<file path="src/hw/rtl/u8u16_pkg.sv">
`timescale 1ns / 1ps

package u8u16_pkg;

	// Error codes carried on error_code
	localparam logic [2:0] ERR_NONE      = 3'd0;
	localparam logic [2:0] ERR_BAD_LEAD  = 3'd1;
	localparam logic [2:0] ERR_TRUNCATED = 3'd2;
	localparam logic [2:0] ERR_BAD_CONT  = 3'd3;
	localparam logic [2:0] ERR_TOO_LARGE = 3'd4;

	localparam logic [30:0] CP_MAX     = 31'h0010FFFF;
	localparam logic [30:0] CP_BMP_MAX = 31'h0000FFFF;
	localparam logic [20:0] CP_SUPP_BASE = 21'h10000;
	localparam logic [15:0] HI_SURR    = 16'hD800;
	localparam logic [15:0] LO_SURR    = 16'hDC00;

	// One result item
	typedef struct packed {
		logic [15:0] code_unit;
		logic [2:0]  error_code;
		logic        run_last;
		logic        text_last;
	} result_t;

	// Results caused by one byte: none, one, or a surrogate pair
	typedef struct packed {
		logic    res0_valid;
		logic    res1_valid;
		result_t res0;
		result_t res1;
	} dec_t;

	// Lead byte decode: continuation count (1..5), ok flag in the top bit
	function automatic logic [3:0] lead_info(input logic [7:0] b);
		logic [3:0] r;
		r = 4'b0000;
		case (b) inside
			8'b110?????: r = {1'b1, 3'd1};
			8'b1110????: r = {1'b1, 3'd2};
			8'b11110???: r = {1'b1, 3'd3};
			8'b111110??: r = {1'b1, 3'd4};
			8'b1111110?: r = {1'b1, 3'd5};
			default:     r = 4'b0000;
		endcase
		return r;
	endfunction

endpackage

</file>
<file path="src/hw/rtl/u8u16_decode.sv">
`timescale 1ns / 1ps

module u8u16_decode (
	input  logic                clk,
	input  logic                arst_n,
	input  logic [7:0]          byte_s1,
	input  logic                last_s1,
	input  logic                adv,
	output u8u16_pkg::dec_t     dec
);

	logic [30:0] acc_q;
	logic [2:0]  pend_q;
	logic        drop_q;

	logic [30:0] acc_d;
	logic [2:0]  pend_d;
	logic        drop_d;
	logic [2:0]  err;
	logic [3:0]  lead;
	logic [30:0] cp;
	logic [20:0] v;

	always_comb begin
		dec    = '0;
		acc_d  = acc_q;
		pend_d = pend_q;
		drop_d = drop_q;
		err    = u8u16_pkg::ERR_NONE;
		lead   = u8u16_pkg::lead_info(byte_s1);
		cp     = {acc_q[24:0], byte_s1[5:0]};
		v      = cp[20:0] - u8u16_pkg::CP_SUPP_BASE;

		if (drop_q) begin
			// discard until end of text
		end else if (pend_q == 3'd0) begin
			if (!byte_s1[7]) begin
				dec.res0_valid = 1'b1;
				dec.res0 = '{code_unit: {8'h00, byte_s1}, error_code: u8u16_pkg::ERR_NONE,
					run_last: 1'b1, text_last: last_s1};
			end else if (!lead[3]) begin
				err = u8u16_pkg::ERR_BAD_LEAD;
			end else if (last_s1) begin
				err = u8u16_pkg::ERR_TRUNCATED;
			end else begin
				acc_d  = {23'd0, byte_s1 & (8'h3F >> lead[2:0])};
				pend_d = lead[2:0];
			end
		end else if (last_s1 && pend_q >= 3'd2) begin
			err = u8u16_pkg::ERR_TRUNCATED;
		end else if (byte_s1[7:6] == 2'b10) begin
			acc_d  = cp;
			pend_d = pend_q - 3'd1;
			if (pend_q == 3'd1) begin
				// sequence complete: emit one unit or a surrogate pair
				acc_d = '0;
				if (cp > u8u16_pkg::CP_MAX) begin
					err = u8u16_pkg::ERR_TOO_LARGE;
				end else if (cp > u8u16_pkg::CP_BMP_MAX) begin
					dec.res0_valid = 1'b1;
					dec.res1_valid = 1'b1;
					dec.res0 = '{code_unit: u8u16_pkg::HI_SURR | {6'd0, v[19:10]},
						error_code: u8u16_pkg::ERR_NONE, run_last: 1'b0, text_last: 1'b0};
					dec.res1 = '{code_unit: u8u16_pkg::LO_SURR | {6'd0, v[9:0]},
						error_code: u8u16_pkg::ERR_NONE, run_last: 1'b1, text_last: last_s1};
				end else begin
					dec.res0_valid = 1'b1;
					dec.res0 = '{code_unit: cp[15:0], error_code: u8u16_pkg::ERR_NONE,
						run_last: 1'b1, text_last: last_s1};
				end
			end
		end else begin
			err = u8u16_pkg::ERR_BAD_CONT;
		end

		// error: single report, then drop the rest of the text
		if (err != u8u16_pkg::ERR_NONE) begin
			dec.res0_valid = 1'b1;
			dec.res1_valid = 1'b0;
			dec.res0 = '{code_unit: 16'h0000, error_code: err, run_last: 1'b1,
				text_last: last_s1};
			acc_d  = '0;
			pend_d = 3'd0;
			drop_d = 1'b1;
		end

		if (last_s1) begin
			acc_d  = '0;
			pend_d = 3'd0;
			drop_d = 1'b0;
		end
	end

	// Decoder state, updated when the byte in s1 moves on
	always_ff @(posedge clk or negedge arst_n) begin
		if (!arst_n) begin
			acc_q  <= '0;
			pend_q <= 3'd0;
			drop_q <= 1'b0;
		end else if (adv) begin
			acc_q  <= acc_d;
			pend_q <= pend_d;
			drop_q <= drop_d;
		end
	end

endmodule

</file>
<file path="src/hw/rtl/u8u16_out.sv">
`timescale 1ns / 1ps

module u8u16_out (
	input  logic                clk,
	input  logic                arst_n,
	input  u8u16_pkg::dec_t     dec,
	input  logic                push,
	input  logic                out_stall,
	output logic                out_valid,
	output u8u16_pkg::result_t  res,
	output logic                out_free,
	output logic                pend_busy
);

	logic                 out_valid_q;
	u8u16_pkg::result_t   out_q;
	logic                 pend_valid_q;
	u8u16_pkg::result_t   pend_q;
	logic                 take;

	assign take      = out_valid_q && !out_stall;
	assign out_free  = !out_valid_q || !out_stall;
	assign pend_busy = pend_valid_q;
	assign out_valid = out_valid_q;
	assign res       = out_q;

	// Valid bits: output register plus a holding slot for the second unit of a pair
	always_ff @(posedge clk or negedge arst_n) begin
		if (!arst_n) begin
			out_valid_q  <= 1'b0;
			pend_valid_q <= 1'b0;
		end else if (pend_valid_q) begin
			if (out_free) begin
				out_valid_q  <= 1'b1;
				pend_valid_q <= 1'b0;
			end
		end else if (push && dec.res0_valid) begin
			out_valid_q  <= 1'b1;
			pend_valid_q <= dec.res1_valid;
		end else if (take) begin
			out_valid_q <= 1'b0;
		end
	end

	// Payload
	always_ff @(posedge clk) begin
		if (pend_valid_q) begin
			if (out_free) begin
				out_q <= pend_q;
			end
		end else if (push && dec.res0_valid) begin
			out_q  <= dec.res0;
			pend_q <= dec.res1;
		end
	end

endmodule

</file>
<file path="src/hw/rtl/utf8_to_utf16_transcoder_top.sv">
`timescale 1ns / 1ps
// Path: input register, combinational decode, output register, output port.
// Throughput: one byte per cycle while the output accepts; a byte completing a
// surrogate pair stalls input while the single output register drains unit two.
// Reset (arst_n low, asynchronous): pipeline empty, decoder state cleared,
// no text in progress.
module utf8_to_utf16_transcoder_top (
	input  logic        clk,
	input  logic        arst_n,
	input  logic        in_valid,
	output logic        in_stall,
	input  logic [7:0]  byte_value,
	input  logic        last_of_text,
	output logic        out_valid,
	input  logic        out_stall,
	output logic [15:0] code_unit,
	output logic [2:0]  error_code,
	output logic        run_last,
	output logic        text_last
);

	logic                valid_s1;
	logic [7:0]          byte_s1;
	logic                last_s1;
	logic                adv;
	logic                out_free;
	logic                pend_busy;
	u8u16_pkg::dec_t     dec;
	u8u16_pkg::result_t  res;

	// s1 byte leaves when the output side can take all of its results
	assign adv      = valid_s1 && !pend_busy && (out_free || !dec.res0_valid);
	assign in_stall = valid_s1 && !adv;

	// Input register
	always_ff @(posedge clk or negedge arst_n) begin
		if (!arst_n) begin
			valid_s1 <= 1'b0;
		end else if (in_valid && !in_stall) begin
			valid_s1 <= 1'b1;
		end else if (adv) begin
			valid_s1 <= 1'b0;
		end
	end

	always_ff @(posedge clk) begin
		if (in_valid && !in_stall) begin
			byte_s1 <= byte_value;
			last_s1 <= last_of_text;
		end
	end

	u8u16_decode u_decode (
		.clk     (clk),
		.arst_n  (arst_n),
		.byte_s1 (byte_s1),
		.last_s1 (last_s1),
		.adv     (adv),
		.dec     (dec)
	);

	u8u16_out u_out (
		.clk       (clk),
		.arst_n    (arst_n),
		.dec       (dec),
		.push      (adv),
		.out_stall (out_stall),
		.out_valid (out_valid),
		.res       (res),
		.out_free  (out_free),
		.pend_busy (pend_busy)
	);

	assign code_unit  = res.code_unit;
	assign error_code = res.error_code;
	assign run_last   = res.run_last;
	assign text_last  = res.text_last;

endmodule

</file>
<file path="config.mk">
export PLATFORM = sky130hd
export DESIGN_NAME = utf8_to_utf16_transcoder_top
export DESIGN_NICKNAME = d
export VERILOG_FILES = /design/src/hw/rtl/u8u16_pkg.sv /design/src/hw/rtl/u8u16_decode.sv /design/src/hw/rtl/u8u16_out.sv /design/src/hw/rtl/utf8_to_utf16_transcoder_top.sv
export SDC_FILE = /design/constraint.sdc
export NUM_CORES = 1
export LEC_CHECK = 0
export BUFFER_PORTS_ARGS = -buffer_cell sky130_fd_sc_hd__buf_2
export CAP_MARGIN = 10
export CORE_ASPECT_RATIO = 0.7
export CORE_MARGIN = 2
export CORE_UTILIZATION = 45
export CTS_CLUSTER_DIAMETER = 120
export DETAILED_ROUTE_END_ITERATION = 8
export PLACE_DENSITY = 0.71
export SETUP_SLACK_MARGIN = 0.1
export SKIP_CTS_REPAIR_TIMING = 1
export SLEW_MARGIN = 30
export SYNTH_ARGS = -nofsm -noshare
export SYNTH_HDL_FRONTEND = slang
export SYNTH_HIERARCHICAL = 1
export SYNTH_SLANG_ARGS = --single-unit
</file>
<file path="constraint.sdc">
create_clock -name clk -period 7.75 [get_ports clk]
set_input_delay 1.1625 -clock clk [delete_from_list [all_inputs] [get_ports clk]]
set_output_delay 1.1625 -clock clk [all_outputs]
set_load 0.005 [all_outputs]
</file>
==> flow_metrics.tcl <==
set metrics [dict create \
    status "complete, no violations" \
    synth_seq_area_share_pct 54.2 \
    ys_ff_latch 83 \
    cts_sinks 83 \
    firstDrtPassIters 6 \
    drv_cap 0 \
    cp_top_family "simple AND/OR/NAND/NOR gates" \
    antenna_cells 0 \
    rows 29 \
    clock.fmax_ghz 0.256 \
    cp.depth 13 \
    start_util_pct 46.8 \
    hpwl_mm 6.05 \
    wl_per_cell_um 16.5 \
    netlist_area_um2 4300 \
    ys_types 57 \
    slew_viol_final 0 \
    drtAntennaViolNets 0 \
    rrSetupSlack_ns 3.84 \
    nNetsFinal 428 \
    clkLatencyLatePin_ns 0.34 \
    grt_max_degree 51 \
    cp_max_fo 50 \
    slew_headroom_pct 47.0 \
    first_global_vias 2810 \
    ys.flop_type "edfxtp_1" \
    cp-startpoint "u_decode/pend_q[0]" \
    total_power_mw 1.61 \
    clkTransAtPathRegs_ns 0.06 \
    synth_edf_count 51 \
    p_leak_nw 1.91 \
    setup_tns_ns 0 \
    finalSetupViolCount 0 \
    vias 2978 \
    crit_chain "inv_1 > ha_1 > o31ai_1 > nor2b_1 > o32a_1 > nand2_1 > nor2b_1 > nor3b_1 > and2_1 > o41ai_4 > buf_4 > nor3_1 > a32o_1" \
    cpPeakStageDelay_ns 0.48 \
    p_per_area_nw_per_um2 339 \
    yosysTopAreaCell "edfxtp_1" \
    root_buffer "clkbuf_16" \
    synthArstFlopShare_pct 38.6 \
    crit_end "u_decode/acc_q[4]" \
    clockBufferDepth 2 \
    r2r_end "u_decode/acc_q[4]" \
    synthToLayoutAreaGrowth_pct 10.7 \
    ir_drop_mv 0.216 \
    h-tree-depth 3 \
    final_core_util_pct 51.8 \
    grt_pass1_wl_mm 14.4 \
    antenna_found_initial 0 \
    yosys-top-cells-area "edfxtp_1 36%, dfrtp_1 19%, mux2_4 5.2%" \
    via_per_inst 5.55 \
    critPathLaunchType "flip-flop" \
    synth_area_per_cell_um2 11.2 \
    path_buf_inv 2 \
    yosysTopAreaCellShare_pct 35.6 \
    dieArea_um2 10400 \
    final_layout_size_suffix_gt1_share_pct 20.6 \
    timing.final.crit_share_pct 50.4 \
    tightest_slew_ns 0.793 \
    numPortBuffers 35 \
    drc 0 \
    die_x_um 121 \
    skew_ns 0.00885 \
    reg2reg_depth 13 \
    critPathKind "flip-flop to flip-flop" \
    gp_congestion 0.934 \
    hp-class "flip-flop to flip-flop" \
    cts_buffers 9 \
    rsz0062_at_grt "false" \
    grt_usage_pct 18.2 \
    die_h_um 85.8 \
    drt_iter0_markers 233 \
    timing.rr.start "u_decode/pend_q[0]" \
    cts_tree "built" \
    pin_count 36 \
    cp_common_cell "nor2b_1" \
    drt_wl_total_mm 8.87 \
    coreArea_um2 9180 \
    final-hold-violation-count 0 \
    cp-end-kind "flip-flop" \
    yosys_warnings 6 \
    period_minus_slack_ns 3.91 \
    cp_slowest_cell "nor3b_1" \
    synth_cells 385 \
    grt_overflow 0 \
    cp.arrival_ns 4.18 \
    cp.required_ns 8.03 \
]
-- cell usage after synthesis (6+ instances only) --
cell / instances
nand2_1: 54
edfxtp_1: 51
dfrtp_1: 32
nor2_1: 31
o21ai_0: 31
mux2_4: 15
inv_1: 13
and3_1: 12
buf_4: 11
clkbuf_1: 9
nor2b_1: 8
a21oi_1: 7
mux2_2: 7
nor3_1: 7
a211oi_1: 6
a32oi_1: 6
ha_1: 6
-- worst reg2reg max path, cell delays in order, from the launching register on --
cell and delay, ns:
dfrtp_1 0.40, inv_1 0.10, ha_1 0.21, o31ai_1 0.41, nor2b_1 0.33, o32a_1 0.29
nand2_1 0.14, nor2b_1 0.17, nor3b_1 0.48, and2_1 0.32, o41ai_4 0.11, buf_4 0.28
nor3_1 0.38, a32o_1 0.23
-- cells by family after synthesis --
logic type / synth area share, %
other: 0.0872
and+or+nand+nor: 17.8
muxes: 7.77
AOI/OAI and AO/OA: 11.9
adders and majority gates: 1.75
xor gates and xnor gates: 0.611
DFF: 54.2
buffers and inverters: 5.79
-- cell usage in the layout, fill, tap and decap left out, drive strengths merged, types with 4 or more instances in the layout --
cell type	instances
and3	12
and2	5
mux2	22
edfxtp	51
nor3	8
a21oi	7
nand2	54
a32oi	6
ha	6
nor2	31
a22o	4
conb	4
o21ai	32
o31ai	5
clkbuf	12
dfrtp	32
nand3b	4
nor4	5
nand2b	4
nand3	5
nor2b	8
buf	38
a211oi	7
nand4	5
inv	13
-- flip-flops by register name (all words and copies together) (netlist names) --
signal / cells
u_out/pend_busy: 1
u_decode/drop_q: 1
u_out/res: 21
valid_s1: 1
u_out/out_valid: 1
byte_s1: 8
u_decode/pend_q: 3
last_s1: 1
u_decode/acc_q: 25
u_out/pend_q: 21
-- routing by layer --
metal / global-route usage [%] / vias up / part of all wire [%]
li1: - / 1431 / -
met1: 25.9 / 1406 / 47
met2: 26.7 / 125 / 44
met3: 5.45 / 16 / 7.4
met4: 6.03 / 0 / 1.4
met5: 0 / - / 0
-- worst min-delay path by stage --
stage / startpoint / endpoint / slack (ns) / cells past startpoint
CTS: u_decode/acc_q[20] / u_decode/acc_q[20] / 0.49 / 2
detailed placement: u_decode/acc_q[20] / u_decode/acc_q[20] / 0.47 / 2
global route: u_decode/acc_q[20] / u_decode/acc_q[20] / 0.53 / 2
floorplan: u_decode/acc_q[19] / u_decode/acc_q[19] / 0.45 / 2
global placement: u_decode/acc_q[21] / u_decode/acc_q[21] / 0.47 / 2
finish: u_decode/acc_q[20] / u_decode/acc_q[20] / 0.49 / 2
-- metrics by stage --
step | worst slack, ns | hold slack, ns | cell area [um2] | std cells
finish | 3.84 | 0.488 | 4760 | 537
global route | 3.58 | 0.529 | 4760 | 537
CTS | 3.66 | 0.488 | 4740 | 537
detailed placement | 3.70 | 0.475 | 4480 | 522
global placement | 4.00 | 0.467 | 4480 | 522
floorplan | 3.61 | 0.450 | 4310 | 388
-- report_power, final --
part / leakage, nW / switching [mW] / internal (mW)
combinational: 0.851 / 0.323 / 0.196
sequential: 0.931 / 0.0828 / 0.629
clock: 0.126 / 0.158 / 0.222
total: 1.91 / 0.564 / 1.05
-- layout make-up --
cell class | instances | area, um2
Timing Repair Buffer | 38 | 198
Tap cell | 124 | 155
Clock buffer | 12 | 246
Sequential cell | 83 | 2330
Fill cell | 818 | 4420
Inverter | 13 | 48.8
Clock inverter | 3 | 16.3
Multi-Input combinational cell | 264 | 1760
Power figures use the tool's default switching activity.
